File: config.mk
export PLATFORM = sky130hd
export DESIGN_NAME = ansi_sgr_attribute_parser
export DESIGN_NICKNAME = d
export VERILOG_FILES = /design/src/asp_pkg.sv /design/src/asp_front.sv /design/src/asp_queue.sv /design/src/asp_back.sv /design/src/ansi_sgr_attribute_parser.sv
export SDC_FILE = /design/constraint.sdc
export NUM_CORES = 1
export LEC_CHECK = 0
export BUFFER_PORTS_ARGS = -buffer_cell sky130_fd_sc_hd__clkbuf_2
export CORE_AREA = 4 4 147 149
export DETAILED_ROUTE_END_ITERATION = 10
export DIE_AREA = 0 0 151 153
export PLACE_DENSITY = 0.74
export SYNTH_ARGS = -nofsm -noshare
export SYNTH_HDL_FRONTEND = slang
export SYNTH_SLANG_ARGS = --single-unit
File: constraint.sdc
create_clock -name clk -period 10.75 [get_ports clk]
set_input_delay 0.5375 -clock clk [delete_from_list [all_inputs] [get_ports clk]]
set_output_delay 0.5375 -clock clk [all_outputs]
set_load 0.005 [all_outputs]
File: src/asp_pkg.sv
// Shared types, character and SGR code constants, and the 256-entry palette for the SGR parser.
`timescale 1ns / 1ps
`default_nettype none
package asp_pkg;

	typedef struct packed {
		logic [7:0] symbol;
		logic       last;
	} in_item_t;

	typedef struct packed {
		logic [7:0]  fg_index;
		logic [23:0] fg_rgb;
		logic [7:0]  fg_alpha;
		logic [7:0]  bg_index;
		logic [23:0] bg_rgb;
		logic [7:0]  bg_alpha;
		logic        bold;
		logic        italic;
		logic        underline;
		logic        overline;
		logic        strikethrough;
		logic [1:0]  font_style;
	} out_item_t;

	typedef enum logic [1:0] {
		OP_IGNORE,
		OP_DIGIT,
		OP_APPLY,
		OP_RESET_EMIT
	} op_t;

	typedef struct packed {
		op_t        op;
		logic [3:0] digit;
		logic       first;
		logic       emit;
	} entry_t;

	localparam int QDEPTH = 2;
	localparam int QPTR_W = 1;
	localparam int QCNT_W = 2;

	localparam logic [7:0] CHAR_ZERO = 8'h30;
	localparam logic [7:0] CHAR_NINE = 8'h39;
	localparam logic [7:0] CHAR_SEP  = 8'h3B;

	localparam logic [7:0] SGR_RESET         = 8'd0;
	localparam logic [7:0] SGR_BOLD          = 8'd1;
	localparam logic [7:0] SGR_DIM           = 8'd2;
	localparam logic [7:0] SGR_ITALIC        = 8'd3;
	localparam logic [7:0] SGR_UNDERLINE     = 8'd4;
	localparam logic [7:0] SGR_SUB_INDEXED   = 8'd5;
	localparam logic [7:0] SGR_HIDDEN        = 8'd8;
	localparam logic [7:0] SGR_STRIKE        = 8'd9;
	localparam logic [7:0] SGR_BOLD_OFF      = 8'd21;
	localparam logic [7:0] SGR_NORMAL        = 8'd22;
	localparam logic [7:0] SGR_ITALIC_OFF    = 8'd23;
	localparam logic [7:0] SGR_UNDERLINE_OFF = 8'd24;
	localparam logic [7:0] SGR_REVEAL        = 8'd28;
	localparam logic [7:0] SGR_STRIKE_OFF    = 8'd29;
	localparam logic [7:0] SGR_FG_FIRST      = 8'd30;
	localparam logic [7:0] SGR_FG_LAST       = 8'd37;
	localparam logic [7:0] SGR_FG_EXT        = 8'd38;
	localparam logic [7:0] SGR_FG_DEFAULT    = 8'd39;
	localparam logic [7:0] SGR_BG_FIRST      = 8'd40;
	localparam logic [7:0] SGR_BG_LAST       = 8'd47;
	localparam logic [7:0] SGR_BG_EXT        = 8'd48;
	localparam logic [7:0] SGR_BG_DEFAULT    = 8'd49;
	localparam logic [7:0] SGR_OVERLINE      = 8'd53;
	localparam logic [7:0] SGR_OVERLINE_OFF  = 8'd55;

	localparam logic [7:0] CUBE_FIRST = 8'd16;
	localparam logic [7:0] GRAY_FIRST = 8'd232;
	localparam logic [7:0] CUBE_STEP  = 8'd51;

	function automatic logic [23:0] base_color(input logic [3:0] idx);
		logic [23:0] c;
		unique case (idx)
			4'd0:    c = 24'h2E3436;
			4'd1:    c = 24'hCC0000;
			4'd2:    c = 24'h4E9A06;
			4'd3:    c = 24'hC4A000;
			4'd4:    c = 24'h3465A4;
			4'd5:    c = 24'h75507B;
			4'd6:    c = 24'h06989A;
			4'd7:    c = 24'hD3D7CF;
			4'd8:    c = 24'h555753;
			4'd9:    c = 24'hEF2929;
			4'd10:   c = 24'h8AE234;
			4'd11:   c = 24'hFCE94F;
			4'd12:   c = 24'h729FCF;
			4'd13:   c = 24'hAD7FA8;
			4'd14:   c = 24'h34E2E2;
			default: c = 24'hEEEEEC;
		endcase
		return c;
	endfunction

	function automatic logic [7:0] gray_level(input logic [4:0] step);
		logic [7:0] g;
		unique case (step)
			5'd0:    g = 8'd0;
			5'd1:    g = 8'd11;
			5'd2:    g = 8'd21;
			5'd3:    g = 8'd32;
			5'd4:    g = 8'd43;
			5'd5:    g = 8'd53;
			5'd6:    g = 8'd64;
			5'd7:    g = 8'd74;
			5'd8:    g = 8'd85;
			5'd9:    g = 8'd96;
			5'd10:   g = 8'd106;
			5'd11:   g = 8'd117;
			5'd12:   g = 8'd128;
			5'd13:   g = 8'd138;
			5'd14:   g = 8'd149;
			5'd15:   g = 8'd159;
			5'd16:   g = 8'd170;
			5'd17:   g = 8'd181;
			5'd18:   g = 8'd191;
			5'd19:   g = 8'd202;
			5'd20:   g = 8'd213;
			5'd21:   g = 8'd223;
			5'd22:   g = 8'd234;
			default: g = 8'd244;
		endcase
		return g;
	endfunction

	// Returns one base-6 digit of a value below 216, its quotient by unit, from threshold compares.
	function automatic logic [2:0] div_by(input logic [7:0] v, input logic [7:0] unit);
		logic [2:0] d;
		priority if (v >= 8'(5 * unit)) d = 3'd5;
		else if (v >= 8'(4 * unit)) d = 3'd4;
		else if (v >= 8'(3 * unit)) d = 3'd3;
		else if (v >= 8'(2 * unit)) d = 3'd2;
		else if (v >= unit) d = 3'd1;
		else d = 3'd0;
		return d;
	endfunction

	function automatic logic [23:0] palette(input logic [7:0] idx);
		logic [7:0]  i;
		logic [7:0]  j;
		logic [2:0]  r;
		logic [2:0]  g;
		logic [2:0]  b;
		logic [7:0]  gl;
		logic [23:0] c;
		i  = idx - CUBE_FIRST;
		r  = div_by(i, 8'd36);
		j  = i - 8'(r * 8'd36);
		g  = div_by(j, 8'd6);
		b  = 3'(j - 8'(g * 8'd6));
		gl = gray_level(5'(idx - GRAY_FIRST));
		priority if (idx < CUBE_FIRST) c = base_color(idx[3:0]);
		else if (idx < GRAY_FIRST)
			c = {8'(CUBE_STEP * r), 8'(CUBE_STEP * g), 8'(CUBE_STEP * b)};
		else c = {gl, gl, gl};
		return c;
	endfunction

endpackage
`default_nettype wire

File: src/asp_front.sv
// Front end: accepts characters, tracks sequence start and classifies each item for the queue.
`timescale 1ns / 1ps
`default_nettype none
module asp_front (
	input  wire logic              clk,
	input  wire logic              arst_n,
	input  wire logic              in_valid,
	output logic                   in_ready,
	input  wire asp_pkg::in_item_t in_item,
	input  wire logic              q_ready,
	output logic                   push,
	output asp_pkg::entry_t        push_entry
);
	import asp_pkg::*;

	logic in_seq_q;
	logic is_digit;

	assign in_ready = q_ready;
	assign push     = in_valid && q_ready;
	assign is_digit = (in_item.symbol >= CHAR_ZERO) && (in_item.symbol <= CHAR_NINE);

	always_comb begin
		push_entry.first = !in_seq_q;
		push_entry.emit  = in_item.last;
		push_entry.digit = 4'(in_item.symbol - CHAR_ZERO);
		priority if (!in_seq_q && in_item.last) push_entry.op = OP_RESET_EMIT;
		else if (is_digit) push_entry.op = OP_DIGIT;
		else if (in_item.symbol == CHAR_SEP || in_item.last) push_entry.op = OP_APPLY;
		else push_entry.op = OP_IGNORE;
	end

	always_ff @(posedge clk or negedge arst_n) begin
		if (!arst_n) begin
			in_seq_q <= 1'b0;
		end else if (push) begin
			in_seq_q <= !in_item.last;
		end
	end

endmodule
`default_nettype wire

File: src/asp_queue.sv
// Two-entry queue of classified items between the front and back ends.
`timescale 1ns / 1ps
`default_nettype none
module asp_queue (
	input  wire logic            clk,
	input  wire logic            arst_n,
	input  wire logic            push,
	input  wire asp_pkg::entry_t push_entry,
	output logic                 q_ready,
	output logic                 q_valid,
	output asp_pkg::entry_t      q_entry,
	input  wire logic            pop
);
	import asp_pkg::*;

	entry_t              slot_q [QDEPTH];
	logic [QPTR_W-1:0]   wr_ptr_q;
	logic [QPTR_W-1:0]   rd_ptr_q;
	logic [QCNT_W-1:0]   count_q;

	assign q_ready = count_q != QCNT_W'(QDEPTH);
	assign q_valid = count_q != '0;
	assign q_entry = slot_q[rd_ptr_q];

	always_ff @(posedge clk) begin
		if (push) begin
			slot_q[wr_ptr_q] <= push_entry;
		end
	end

	always_ff @(posedge clk or negedge arst_n) begin
		if (!arst_n) begin
			wr_ptr_q <= '0;
			rd_ptr_q <= '0;
			count_q  <= '0;
		end else begin
			if (push) wr_ptr_q <= wr_ptr_q + 1'b1;
			if (pop) rd_ptr_q <= rd_ptr_q + 1'b1;
			if (push && !pop) count_q <= count_q + 1'b1;
			else if (pop && !push) count_q <= count_q - 1'b1;
		end
	end

	assert property (@(posedge clk) disable iff (!arst_n)
		count_q <= QCNT_W'(QDEPTH))
		else $error("Queue count exceeds its depth.");

	assert property (@(posedge clk) disable iff (!arst_n)
		(push && !pop) |=> (count_q == $past(count_q) + 1'b1))
		else $error("Queue count did not grow on a push without a pop.");

	assert property (@(posedge clk) disable iff (!arst_n)
		(pop && !push) |=> (count_q == $past(count_q) - 1'b1))
		else $error("Queue count did not shrink on a pop without a push.");

endmodule
`default_nettype wire

File: src/asp_back.sv
// Back end: builds codes, applies them to the attribute state and registers each result item.
`timescale 1ns / 1ps
`default_nettype none
module asp_back #(
	parameter int CODE_BITS = 10
) (
	input  wire logic            clk,
	input  wire logic            arst_n,
	input  wire logic            q_valid,
	input  wire asp_pkg::entry_t q_entry,
	output logic                 pop,
	output logic                 out_valid,
	input  wire logic            out_ready,
	output asp_pkg::out_item_t   out_item
);
	import asp_pkg::*;

	localparam int ACC_W = CODE_BITS + 4;
	localparam logic [CODE_BITS-1:0] CODE_MAX = '1;

	typedef enum logic [1:0] {ALPHA_OPAQUE, ALPHA_DIM, ALPHA_HIDDEN} alpha_mode_t;
	typedef enum logic [1:0] {EXT_IDLE, EXT_ARMED, EXT_INDEX} ext_mode_t;

	logic [7:0]           fore_index_q, fore_index_n;
	alpha_mode_t          fore_alpha_q, fore_alpha_n;
	logic [7:0]           back_index_q, back_index_n;
	logic                 back_present_q, back_present_n;
	logic                 bold_q, bold_n;
	logic                 italic_q, italic_n;
	logic                 underline_q, underline_n;
	logic                 overline_q, overline_n;
	logic                 strike_q, strike_n;
	logic [CODE_BITS-1:0] param_q, param_n;
	ext_mode_t            fext_q, fext_n;
	ext_mode_t            bext_q, bext_n;

	logic [CODE_BITS-1:0] code;
	ext_mode_t            fext;
	ext_mode_t            bext;
	logic [ACC_W-1:0]     acc;
	logic                 code_small;
	logic [7:0]           lo;
	logic                 out_valid_q;
	out_item_t            out_q;
	out_item_t            result;

	assign pop       = q_valid && (!q_entry.emit || !out_valid_q || out_ready);
	assign out_valid = out_valid_q;
	assign out_item  = out_q;

	assign code       = q_entry.first ? '0 : param_q;
	assign fext       = q_entry.first ? EXT_IDLE : fext_q;
	assign bext       = q_entry.first ? EXT_IDLE : bext_q;
	assign acc        = ACC_W'(code) * ACC_W'(10) + ACC_W'(q_entry.digit);
	assign code_small = (code >> 8) == '0;
	assign lo         = code[7:0];

	always_comb begin
		fore_index_n   = fore_index_q;
		fore_alpha_n   = fore_alpha_q;
		back_index_n   = back_index_q;
		back_present_n = back_present_q;
		bold_n         = bold_q;
		italic_n       = italic_q;
		underline_n    = underline_q;
		overline_n     = overline_q;
		strike_n       = strike_q;
		param_n        = code;
		fext_n         = fext;
		bext_n         = bext;
		unique case (q_entry.op)
			OP_RESET_EMIT: begin
				fore_index_n   = '0;
				fore_alpha_n   = ALPHA_OPAQUE;
				back_index_n   = '0;
				back_present_n = 1'b0;
				bold_n         = 1'b0;
				italic_n       = 1'b0;
				underline_n    = 1'b0;
				overline_n     = 1'b0;
				strike_n       = 1'b0;
			end
			OP_DIGIT: begin
				param_n = (acc > ACC_W'(CODE_MAX)) ? CODE_MAX : CODE_BITS'(acc);
			end
			OP_APPLY: begin
				param_n = '0;
				priority if (fext == EXT_INDEX) begin
					if (code_small) begin
						fore_index_n = lo;
						fore_alpha_n = ALPHA_OPAQUE;
					end
					fext_n = EXT_IDLE;
				end else if (bext == EXT_INDEX) begin
					if (code_small) begin
						back_index_n   = lo;
						back_present_n = 1'b1;
					end
					bext_n = EXT_IDLE;
				end else if (fext == EXT_ARMED && code_small && lo == SGR_SUB_INDEXED) begin
					fext_n = EXT_INDEX;
				end else if (bext == EXT_ARMED && code_small && lo == SGR_SUB_INDEXED) begin
					bext_n = EXT_INDEX;
				end else if (code_small && lo >= SGR_FG_FIRST && lo <= SGR_FG_LAST) begin
					fore_index_n = lo - SGR_FG_FIRST;
					fore_alpha_n = ALPHA_OPAQUE;
				end else if (code_small && lo >= SGR_BG_FIRST && lo <= SGR_BG_LAST) begin
					back_index_n   = lo - SGR_BG_FIRST;
					back_present_n = 1'b1;
				end else if (code_small) begin
					unique case (lo)
						SGR_RESET: begin
							fore_index_n   = '0;
							fore_alpha_n   = ALPHA_OPAQUE;
							back_index_n   = '0;
							back_present_n = 1'b0;
							bold_n         = 1'b0;
							italic_n       = 1'b0;
							underline_n    = 1'b0;
							overline_n     = 1'b0;
							strike_n       = 1'b0;
						end
						SGR_BOLD:          bold_n = 1'b1;
						SGR_BOLD_OFF:      bold_n = 1'b0;
						SGR_DIM:           fore_alpha_n = ALPHA_DIM;
						SGR_NORMAL:        fore_alpha_n = ALPHA_OPAQUE;
						SGR_ITALIC:        italic_n = 1'b1;
						SGR_ITALIC_OFF:    italic_n = 1'b0;
						SGR_UNDERLINE:     underline_n = 1'b1;
						SGR_UNDERLINE_OFF: underline_n = 1'b0;
						SGR_HIDDEN:        fore_alpha_n = ALPHA_HIDDEN;
						SGR_REVEAL:        fore_alpha_n = ALPHA_OPAQUE;
						SGR_STRIKE:        strike_n = 1'b1;
						SGR_STRIKE_OFF:    strike_n = 1'b0;
						SGR_OVERLINE:      overline_n = 1'b1;
						SGR_OVERLINE_OFF:  overline_n = 1'b0;
						SGR_FG_DEFAULT: begin
							fore_index_n = '0;
							fore_alpha_n = ALPHA_OPAQUE;
						end
						SGR_BG_DEFAULT: begin
							back_index_n   = '0;
							back_present_n = 1'b0;
						end
						SGR_FG_EXT:        fext_n = EXT_ARMED;
						SGR_BG_EXT:        bext_n = EXT_ARMED;
						default: ;
					endcase
				end
			end
			default: ;
		endcase
		if (q_entry.emit) param_n = '0;
	end

	always_comb begin
		result.fg_index = fore_index_n;
		result.fg_rgb   = palette(fore_index_n);
		unique case (fore_alpha_n)
			ALPHA_OPAQUE: result.fg_alpha = 8'd255;
			ALPHA_DIM:    result.fg_alpha = 8'd128;
			default:      result.fg_alpha = 8'd0;
		endcase
		result.bg_index      = back_present_n ? back_index_n : 8'd0;
		result.bg_rgb        = back_present_n ? palette(back_index_n) : 24'd0;
		result.bg_alpha      = back_present_n ? 8'd255 : 8'd0;
		result.bold          = bold_n;
		result.italic        = italic_n;
		result.underline     = underline_n;
		result.overline      = overline_n;
		result.strikethrough = strike_n;
		result.font_style    = {italic_n, bold_n};
	end

	always_ff @(posedge clk or negedge arst_n) begin
		if (!arst_n) begin
			fore_index_q   <= '0;
			fore_alpha_q   <= ALPHA_OPAQUE;
			back_index_q   <= '0;
			back_present_q <= 1'b0;
			bold_q         <= 1'b0;
			italic_q       <= 1'b0;
			underline_q    <= 1'b0;
			overline_q     <= 1'b0;
			strike_q       <= 1'b0;
			param_q        <= '0;
			fext_q         <= EXT_IDLE;
			bext_q         <= EXT_IDLE;
			out_valid_q    <= 1'b0;
		end else begin
			if (pop) begin
				fore_index_q   <= fore_index_n;
				fore_alpha_q   <= fore_alpha_n;
				back_index_q   <= back_index_n;
				back_present_q <= back_present_n;
				bold_q         <= bold_n;
				italic_q       <= italic_n;
				underline_q    <= underline_n;
				overline_q     <= overline_n;
				strike_q       <= strike_n;
				param_q        <= param_n;
				fext_q         <= fext_n;
				bext_q         <= bext_n;
			end
			if (pop && q_entry.emit) out_valid_q <= 1'b1;
			else if (out_ready) out_valid_q <= 1'b0;
		end
	end

	always_ff @(posedge clk) begin
		if (pop && q_entry.emit) begin
			out_q <= result;
		end
	end

	assert property (@(posedge clk) disable iff (!arst_n)
		(q_valid && q_entry.emit && out_valid_q && !out_ready) |-> !pop)
		else $error("A result item would overwrite one not yet taken.");

	assert property (@(posedge clk) disable iff (!arst_n)
		(pop && q_entry.emit) |=> (out_valid_q && param_q == '0))
		else $error("A terminator did not present a result and clear the code.");

	assert property (@(posedge clk) disable iff (!arst_n)
		(pop && q_entry.op == OP_RESET_EMIT) |=>
			(!out_q.bold && !out_q.italic && out_q.bg_alpha == 8'd0 && out_q.fg_index == 8'd0))
		else $error("A one-item sequence did not clear the attributes.");

endmodule
`default_nettype wire

File: src/ansi_sgr_attribute_parser.sv
// Top level of the SGR attribute parser: front end, item queue and back end.
// The block takes one character of an SGR parameter string per item, with last set on the
// terminator, and returns one result item per terminator holding the current colors, alphas and
// style flags; attributes persist from one sequence to the next. It sustains one item per clock
// cycle unless a terminator waits on an output register not yet taken; the back end builds or
// applies a code for each item as it pops it. A character reaches the back end through a two-entry
// queue, and a terminator's result passes from its queue slot into the output register, where it
// sits while the block keeps accepting characters; only a second terminator stalls behind it.
// Codes saturate at 2**CODE_BITS-1, and an extended color index above 255 is ignored.
`timescale 1ns / 1ps
`default_nettype none
module ansi_sgr_attribute_parser #(
	parameter int CODE_BITS = 10
) (
	input  wire logic              clk,
	input  wire logic              arst_n,
	input  wire logic              in_valid,
	output logic                   in_ready,
	input  wire asp_pkg::in_item_t in_item,
	output logic                   out_valid,
	input  wire logic              out_ready,
	output asp_pkg::out_item_t     out_item
);
	import asp_pkg::*;

	logic   push;
	entry_t push_entry;
	logic   q_ready;
	logic   q_valid;
	entry_t q_entry;
	logic   pop;

	asp_front u_front (
		.clk        (clk),
		.arst_n     (arst_n),
		.in_valid   (in_valid),
		.in_ready   (in_ready),
		.in_item    (in_item),
		.q_ready    (q_ready),
		.push       (push),
		.push_entry (push_entry)
	);

	asp_queue u_queue (
		.clk        (clk),
		.arst_n     (arst_n),
		.push       (push),
		.push_entry (push_entry),
		.q_ready    (q_ready),
		.q_valid    (q_valid),
		.q_entry    (q_entry),
		.pop        (pop)
	);

	asp_back #(
		.CODE_BITS (CODE_BITS)
	) u_back (
		.clk       (clk),
		.arst_n    (arst_n),
		.q_valid   (q_valid),
		.q_entry   (q_entry),
		.pop       (pop),
		.out_valid (out_valid),
		.out_ready (out_ready),
		.out_item  (out_item)
	);

endmodule
`default_nettype wire

# Yosys cells after proc, flatten, opt, wreduce, memory -nomap -nowiden
# Memory sizes are Yosys's and may differ from the RTL's.
# Index checks and enable logic that the tools add are counted.
dict set report word_totals {
  reg_bits 131
  ramBits 16
  mem_bits_ro 1280
  in_bits 13
  out_inout_bits 89
  elab_cells 303
  mem_count 5
}
# memory depth width rd rd_ports_with_merged_regs wr line
set memory_table {}
lappend memory_table {{(no name shown)} 16 24 1 0 0 asp_pkg.sv:79} ;# unique case (idx)
lappend memory_table {{(no name shown)} 16 24 1 0 0 asp_pkg.sv:79}
lappend memory_table {{(no name shown)} 32 8 1 0 0 asp_pkg.sv:102} ;# unique case (step)
lappend memory_table {{(no name shown)} 32 8 1 0 0 asp_pkg.sv:102}
lappend memory_table {u_queue.slot_q 2 8 1 0 1 asp_queue.sv:16} ;# entry_t slot_q [QDEPTH];
dict set report op_classes {
  add_sub_neg 16
  n_mul 11
  n_lt_le_gt_ge 31
  n_eq_ne 29
  n_mux 144
  reduce_logical 38
}
# cell n
set ops {}
lappend ops {{8-bit two-way mux} 19}
lappend ops {{24-bit two-way mux} 4}
lappend ops {{2-bit two-way mux} 33}
lappend ops {{8-bit by 6-bit equality test with 1-bit output (second input constant)} 7}
lappend ops {{8-bit by 5-bit greater-or-equal comparator with 1-bit output (second input constant)} 7}
lappend ops {{1-bit two-way mux} 52}
lappend ops {{8-bit by 5-bit equality test with 1-bit output (second input constant)} 6}
lappend ops {{6-bit by 3-bit multiplier with 8-bit output (first input constant)} 6}
lappend ops {{3-bit two-way mux} 16}
lappend ops {{8-bit case mux with 2 select lines} 3}
lappend ops {{8-bit by 6-bit greater-or-equal comparator with 1-bit output (second input constant)} 4}
lappend ops {{8-bit by 7-bit greater-or-equal comparator with 1-bit output (second input constant)} 4}
lappend ops {{8-bit greater-or-equal comparator (second input constant)} 4}
lappend ops {{10-bit two-way mux} 3}
lappend ops {{8-bit by 6-bit <= comparator with 1-bit output (second input constant)} 3}
lappend ops {{8-bit by 5-bit subtractor with 8-bit output (second input constant)} 3}
lappend ops {{1-bit case mux with 2 select lines} 11}
lappend ops {{10-bit case mux with 2 select lines} 1}
lappend ops {{8-bit by 2-bit equality test with 1-bit output (second input constant)} 2}
lappend ops {{8-bit by 3-bit equality test with 1-bit output (second input constant)} 2}
lappend ops {{8-bit by 4-bit equality test with 1-bit output (second input constant)} 2}
lappend ops {{8-bit by 3-bit greater-or-equal comparator with 1-bit output (second input constant)} 2}
lappend ops {{8-bit by 4-bit greater-or-equal comparator with 1-bit output (second input constant)} 2}
lappend ops {{8-bit by 5-bit < comparator with 1-bit output (second input constant)} 2}
lappend ops {{other kinds (29)} 71}

# Depth between registers and ports, before layout
# An unclocked memory read counts as a cell.
dict set report logic_depth {
  depth_word 33
  depth_mapped 40
  depth_no_buf 37
}

# By module
# From an unflattened synthesis, not the netlist that was laid out.
dict set report unflattened {
  hier_cells 1309
  hier_area_um2 11257.0
}
# mod instances cells_per_inst area_each_um2 seq_area_each_um2
set modules_own_cells {}
lappend modules_own_cells {asp_back 1 1250 10316.1 3138.0}
lappend modules_own_cells {asp_queue 1 41 800.8 580.6}
lappend modules_own_cells {asp_front 1 18 140.1 25.0}

# Worst setup path after synthesis
# OpenSTA, ideal clock, no wires.
dict set report synth_timing {
  kind {reg2reg}
  startpoint {memory u_queue.slot_q[0][1] (netlist name)}
  endpoint {register u_back.out_q (netlist bit u_back.out_item[22]), data pin}
  setup_time_ns 0.269
  t_arrival_ns 7.605
  t_required_ns 10.481
  path_slack_ns 2.876
  stages_incl_launch_ff 39
  path_buffers 4
  period_less_slack_ns 7.874
  cell_sequence {edfxtp_1 mux2_4 or2_1 clkbuf_2 o41a_1 o21ai_0 a311o_1 clkbuf_1 buf_1 clkbuf_1 ha_1 inv_1 o41a_1 nor2b_4 nand2b_1 inv_1 or2_2 ha_1 [3 not listed] o21ai_0 o21ai_0 a21oi_1 inv_1 nand3_1 or4_1 ha_1 xor2_1 xnor2_1 ha_1 inv_1 ha_1 nand2_1 nor3_1 nor2_1 xnor2_1 a211oi_1 nor3_1}
}
dict set report synth_via {
  elab_chain_cells 33
  elab_cells_between_ends 79
  classes_between {5 x add/sub; 3 x mul; 16 x order compare; 6 x eq/ne; 35 x mux; 11 x reduce/logical; 3 x memory}
}
# item line
set synth_lines {}
lappend synth_lines {{start, declared} asp_queue.sv:16}
lappend synth_lines {{memory 2 x 8 bit *} n/a}
lappend synth_lines {{branches (longest 32 deep; another with 8-bit by 6-bit greater-or-equal comparator with 1-bit output)} n/a}
lappend synth_lines {{end signal, assigned} asp_back.sv:212} ;# out_q <= result;
lappend synth_lines {{end, declared} asp_back.sv:44} ;# out_item_t out_q;
# Mark *: on every way between the ends.
# A chain may end at the register's enable or synchronous reset.

# Worst setup path in the final report
dict set report layout_timing {
  startpoint {register u_queue.rd_ptr_q}
  endpoint {register u_back.out_q (netlist bit u_back.out_item[21]), data pin}
}
dict set report layout_via {
  elab_chain_cells 33
  elab_cells_between_ends 81
  classes_between {5 x add/sub; 3 x mul; 16 x order compare; 8 x eq/ne; 35 x mux; 11 x reduce/logical; 3 x memory}
}
# item line
set layout_lines {}
lappend layout_lines {{start, declared} asp_queue.sv:18} ;# logic [QPTR_W-1:0] rd_ptr_q;
lappend layout_lines {{start signal, assigned} asp_queue.sv:38} ;# if (pop) rd_ptr_q <= rd_ptr_q + 1'b1;
lappend layout_lines {{memory 2 x 8 bit *} n/a}
lappend layout_lines {{branches (longest 11 deep; another with 8-bit by 6-bit greater-or-equal comparator with 1-bit output)} n/a}
lappend layout_lines {{8-bit case mux with 2 select lines *} asp_back.sv:71} ;# unique case (q_entry.op)
lappend layout_lines {{net u_back.back_index_n[4]} asp_back.sv:26} ;# logic [7:0] back_index_q, back_index_n;
lappend layout_lines {{8-bit by 5-bit subtractor with 8-bit output} asp_pkg.sv:151} ;# i = idx - CUBE_FIRST;
lappend layout_lines {{8-bit by 6-bit greater-or-equal comparator with 1-bit output} asp_pkg.sv:138} ;# else if (v >= unit) d = 3'd1;
lappend layout_lines {{1-bit two-way mux} asp_pkg.sv:138}
lappend layout_lines {{3-bit two-way mux} asp_pkg.sv:137} ;# else if (v >= 8'(2 * unit)) d = 3'd2;
lappend layout_lines {{[8 not listed]} n/a}
lappend layout_lines {{3-bit two-way mux} asp_pkg.sv:136} ;# else if (v >= 8'(3 * unit)) d = 3'd3;
lappend layout_lines {{3-bit two-way mux} asp_pkg.sv:135} ;# else if (v >= 8'(4 * unit)) d = 3'd4;
lappend layout_lines {{3-bit two-way mux} asp_pkg.sv:134} ;# priority if (v >= 8'(5 * unit)) d = 3'd5;
lappend layout_lines {{3-bit by 2-bit multiplier with 2-bit output} asp_pkg.sv:155} ;# b = 3'(j - 8'(g * 8'd6));
lappend layout_lines {{3-bit subtractor} asp_pkg.sv:155}
lappend layout_lines {{6-bit by 3-bit multiplier with 8-bit output} asp_pkg.sv:159} ;# c = {8'(CUBE_STEP * r), 8'(CUBE_STEP * g), 8'(CUBE_STEP * b)};
lappend layout_lines {{24-bit two-way mux} asp_pkg.sv:158} ;# else if (idx < GRAY_FIRST)
lappend layout_lines {{24-bit two-way mux *} asp_pkg.sv:157} ;# priority if (idx < CUBE_FIRST) c = base_color(idx[3:0]);
# Mark *: on every way through the listed nets, which the timed path passes.

==> impl_metrics.toml <==
[synthesis]
async_flop_share_pct = 33.3
synth_top_flop_cell = "edfxtp_1"
syn-num-nets = 1409
avgSynthCellArea_um2 = 8.46
yosys_warnings = 0
postSynthCellCount = 1302
synth_edf_count = 88
seq_area_frac_synth_pct = 34.0
synth_area_um2 = 11000
postSynthRegisterBits = 132
yosysUniqueCellTypes = 93

[place]
post-place-ws_ns = 1.37
place_hpwl_um = 21500
port_buffers = 101
place.gp.congestion = 0.991
dpl.cell_count = 1604

[cts]
clockBufferDepth = 2
cts_tree = "done"
cts-root-buf = "clkbuf_16"
postCtsSetupBuffers = 0
clkSinkCount = 132
cts.repair.resized = 0
htreeDepth = 4
cts_buffers = 17
path_clk_slew_ns = 0.06
clock_latency_ns = 0.43
cts_hold_buf = 0

[floorplanning]
die-area_um2 = 23100
pin_count = 102
start_util_pct = 54.6
rows = 52
coreArea_um2 = 20200
die_w_um = 151
die_y_um = 153

[finish]
nets = 1460
syn_to_final_growth_pct = 10.7
finalNonFillerCells = 1636
diodes = 0
drive_gt1_share_pct = 14.3

[critical_path]
required_ns = 10.98
start_kind = "register"
crit_type = "register to register"
critPathBufInv = 5
slowest_delay_ns = 0.70
crit_fanout = 25
path_delay_family = "compound AO/OA/AOI/OAI gates"
crit_top_cell = "ha_1"
slowest_stage = "dfrtp_1"
end_kind = "register"
cp.arrival_ns = 9.71
reg2reg_slack_ns = 1.28

[detailed_routing]
route.detailed.drc = 0
route.vias.total = 10300
initialDrtViolationCount = 1396
finalWirelength_um = 30600
post_drt_via_cell_ratio = 6.31
dr.pass1.iters = 6
drt.antenna.violating_nets = 0
avgRoutedWirePerCell_um = 18.7

[global_routing]
grt_pass1_wl_um = 49900
track_usage_pct = 26.4
grt-ovfl-total = 0
grt_max_degree = 73
grt_pass1_vias = 9704
antenna_found_initial = 0

[sta]
finalHoldViolCount = 0
setup_viol_count_final = 0
tns_ns = 0
slew_violations = 0
fin_ws_ns = 1.28
fin_crit_sh_pct = 88.1
maxSlewHeadroom_pct = 38.0
min_period_ns = 9.47
skew_ns = 0.0151
worstMarginPinSlew_ns = 0.930
rsz0062_at_grt = "no"
fmax_ghz = 0.106

[pwr]
p_per_area_nw_per_um2 = 164
p_leak_nw = 5.09
peakVddDrop_uv = 206

[flow_run]
cap_viol_max_count = 0

[worst_hold_path]
min-delay-path-class = "primary input to asynchronous set/reset pin"

[status]
status = "finished, final reports clean"
-- worst reg2reg max path: cells and delay by family, from the launching register on --
kind | cells | cell delay, ns
buf+inv | 5 | 0.89
flops | 1 | 0.70
fa+ha+maj | 7 | 2.00
compound gates | 11 | 2.96
xor+xnor | 3 | 0.52
mux | 1 | 0.32
simple gates | 8 | 1.89
-- synth_stat cells (all sizes together), types with 9 or more instances --
master | number | area (um2)
or3 | 10 | 67.6
a21oi | 101 | 513
a221oi | 19 | 166
a211oi | 21 | 163
and2 | 17 | 106
inv | 60 | 225
nor2b | 14 | 95.1
nor3 | 33 | 165
xor2 | 20 | 183
nand2b | 20 | 125
xnor2 | 31 | 272
clkbuf | 61 | 230
nand2 | 150 | 563
a31oi | 23 | 150
a21o | 9 | 67.6
ha | 91 | 1140
nor4 | 11 | 81.3
and3 | 11 | 68.8
o211ai | 10 | 75.1
a22oi | 9 | 67.6
buf | 29 | 186
nand3 | 41 | 210
nor2 | 111 | 422
nand4 | 9 | 62.6
o31ai | 9 | 67.6
dfrtp | 44 | 1100
mux2i | 10 | 113
edfxtp | 88 | 2640
o21ai | 124 | 621
-- final timing paths --
path,from,endpoint,cells after the start
setup / recovery,u_queue.rd_ptr_q$_DFFE_PN0P_,u_back.out_item[21]$_SDFFCE_PN0P_,35
hold / removal,arst_n,u_front.in_seq_q$_DFFE_PN0P_,1
setup reg to reg,u_queue.rd_ptr_q$_DFFE_PN0P_,u_back.out_item[21]$_SDFFCE_PN0P_,35
hold reg to reg,u_queue.wr_ptr_q$_DFFE_PN0P_,u_queue.wr_ptr_q$_DFFE_PN0P_,1
max in group asynchronous,arst_n,u_back.bext_q[1]$_DFFE_PN0P_,2
min in group clk,in_item[1],u_queue.slot_q[0][2]$_DFFE_PP_,1
-- cell families after synthesis --
group	share of synthesized area, %
buf+inv	5.90
xor+xnor	4.12
mux	1.47
simple gates	19.8
fa+ha+maj	11.2
compound gates	23.5
flops	34.0
-- final cells by class --
cell class                      instances  area, um2
Clock buffer                           18        429
Clock inverter                         14        154
Fill cell                            1811       7970
Inverter                               62        233
Multi-Input combinational cell       1018       6640
Sequential cell                       132       3740
Tap cell                              270        338
Timing Repair Buffer                  122        663
-- sequential cells by signal, indices dropped and copies added, names as in the netlist, 2 cells and up --
name and cells:
u_back.back_index_q 8, u_back.bext_q 2, u_queue.count_q 2, u_back.out_item 72, u_back.fext_q 2, u_back.fore_alpha_q 2, u_queue.slot_q 16, u_back.fore_index_q 8
u_back.param_q 10
-- per-stage QoR --
stage	total power [W]	hold WS, ns	instance area (um2)	utilization [%]
3_3_place_gp	0.00140	0.464	11600	57.6
6_report	0.00200	0.102	12200	60.5
3_5_place_dp	0.00142	0.480	11600	57.6
4_1_cts	0.00201	0.106	12200	60.5
2_1_floorplan	0.00120	0.242	11000	-
5_1_grt	0.00212	0.138	12200	60.5
-- routing by layer --
layer	wire length [um]	track usage (%)	vias to the layer above
met4	775	9.41	0
li1	-	-	4863
met5	0	0	-
met2	13800	40.5	568
met1	13500	37.6	4821
met3	2610	4.62	75
-- cell usage in the layout, fill, tap and decap left out, drive strengths merged, types with 14 or more instances in the layout --
master / instances
nand2: 150
o21ai: 124
clkbuf: 119
nor2: 111
a21oi: 101
ha: 91
edfxtp: 88
inv: 63
dfrtp: 44
nand3: 41
nor3: 33
xnor2: 31
a31oi: 23
buf: 21
a211oi: 21
nand2b: 20
xor2: 20
a221oi: 19
and2: 17
nor2b: 14
-- power by group --
| part | total (W) | internal (W) | switching [W] |
|---|---|---|---|
| registers | 0.000786 | 0.000710 | 0.0000759 |
| logic | 0.000622 | 0.000211 | 0.000411 |
| clock network | 0.000590 | 0.000344 | 0.000246 |
(Power assumes the default switching activity.)
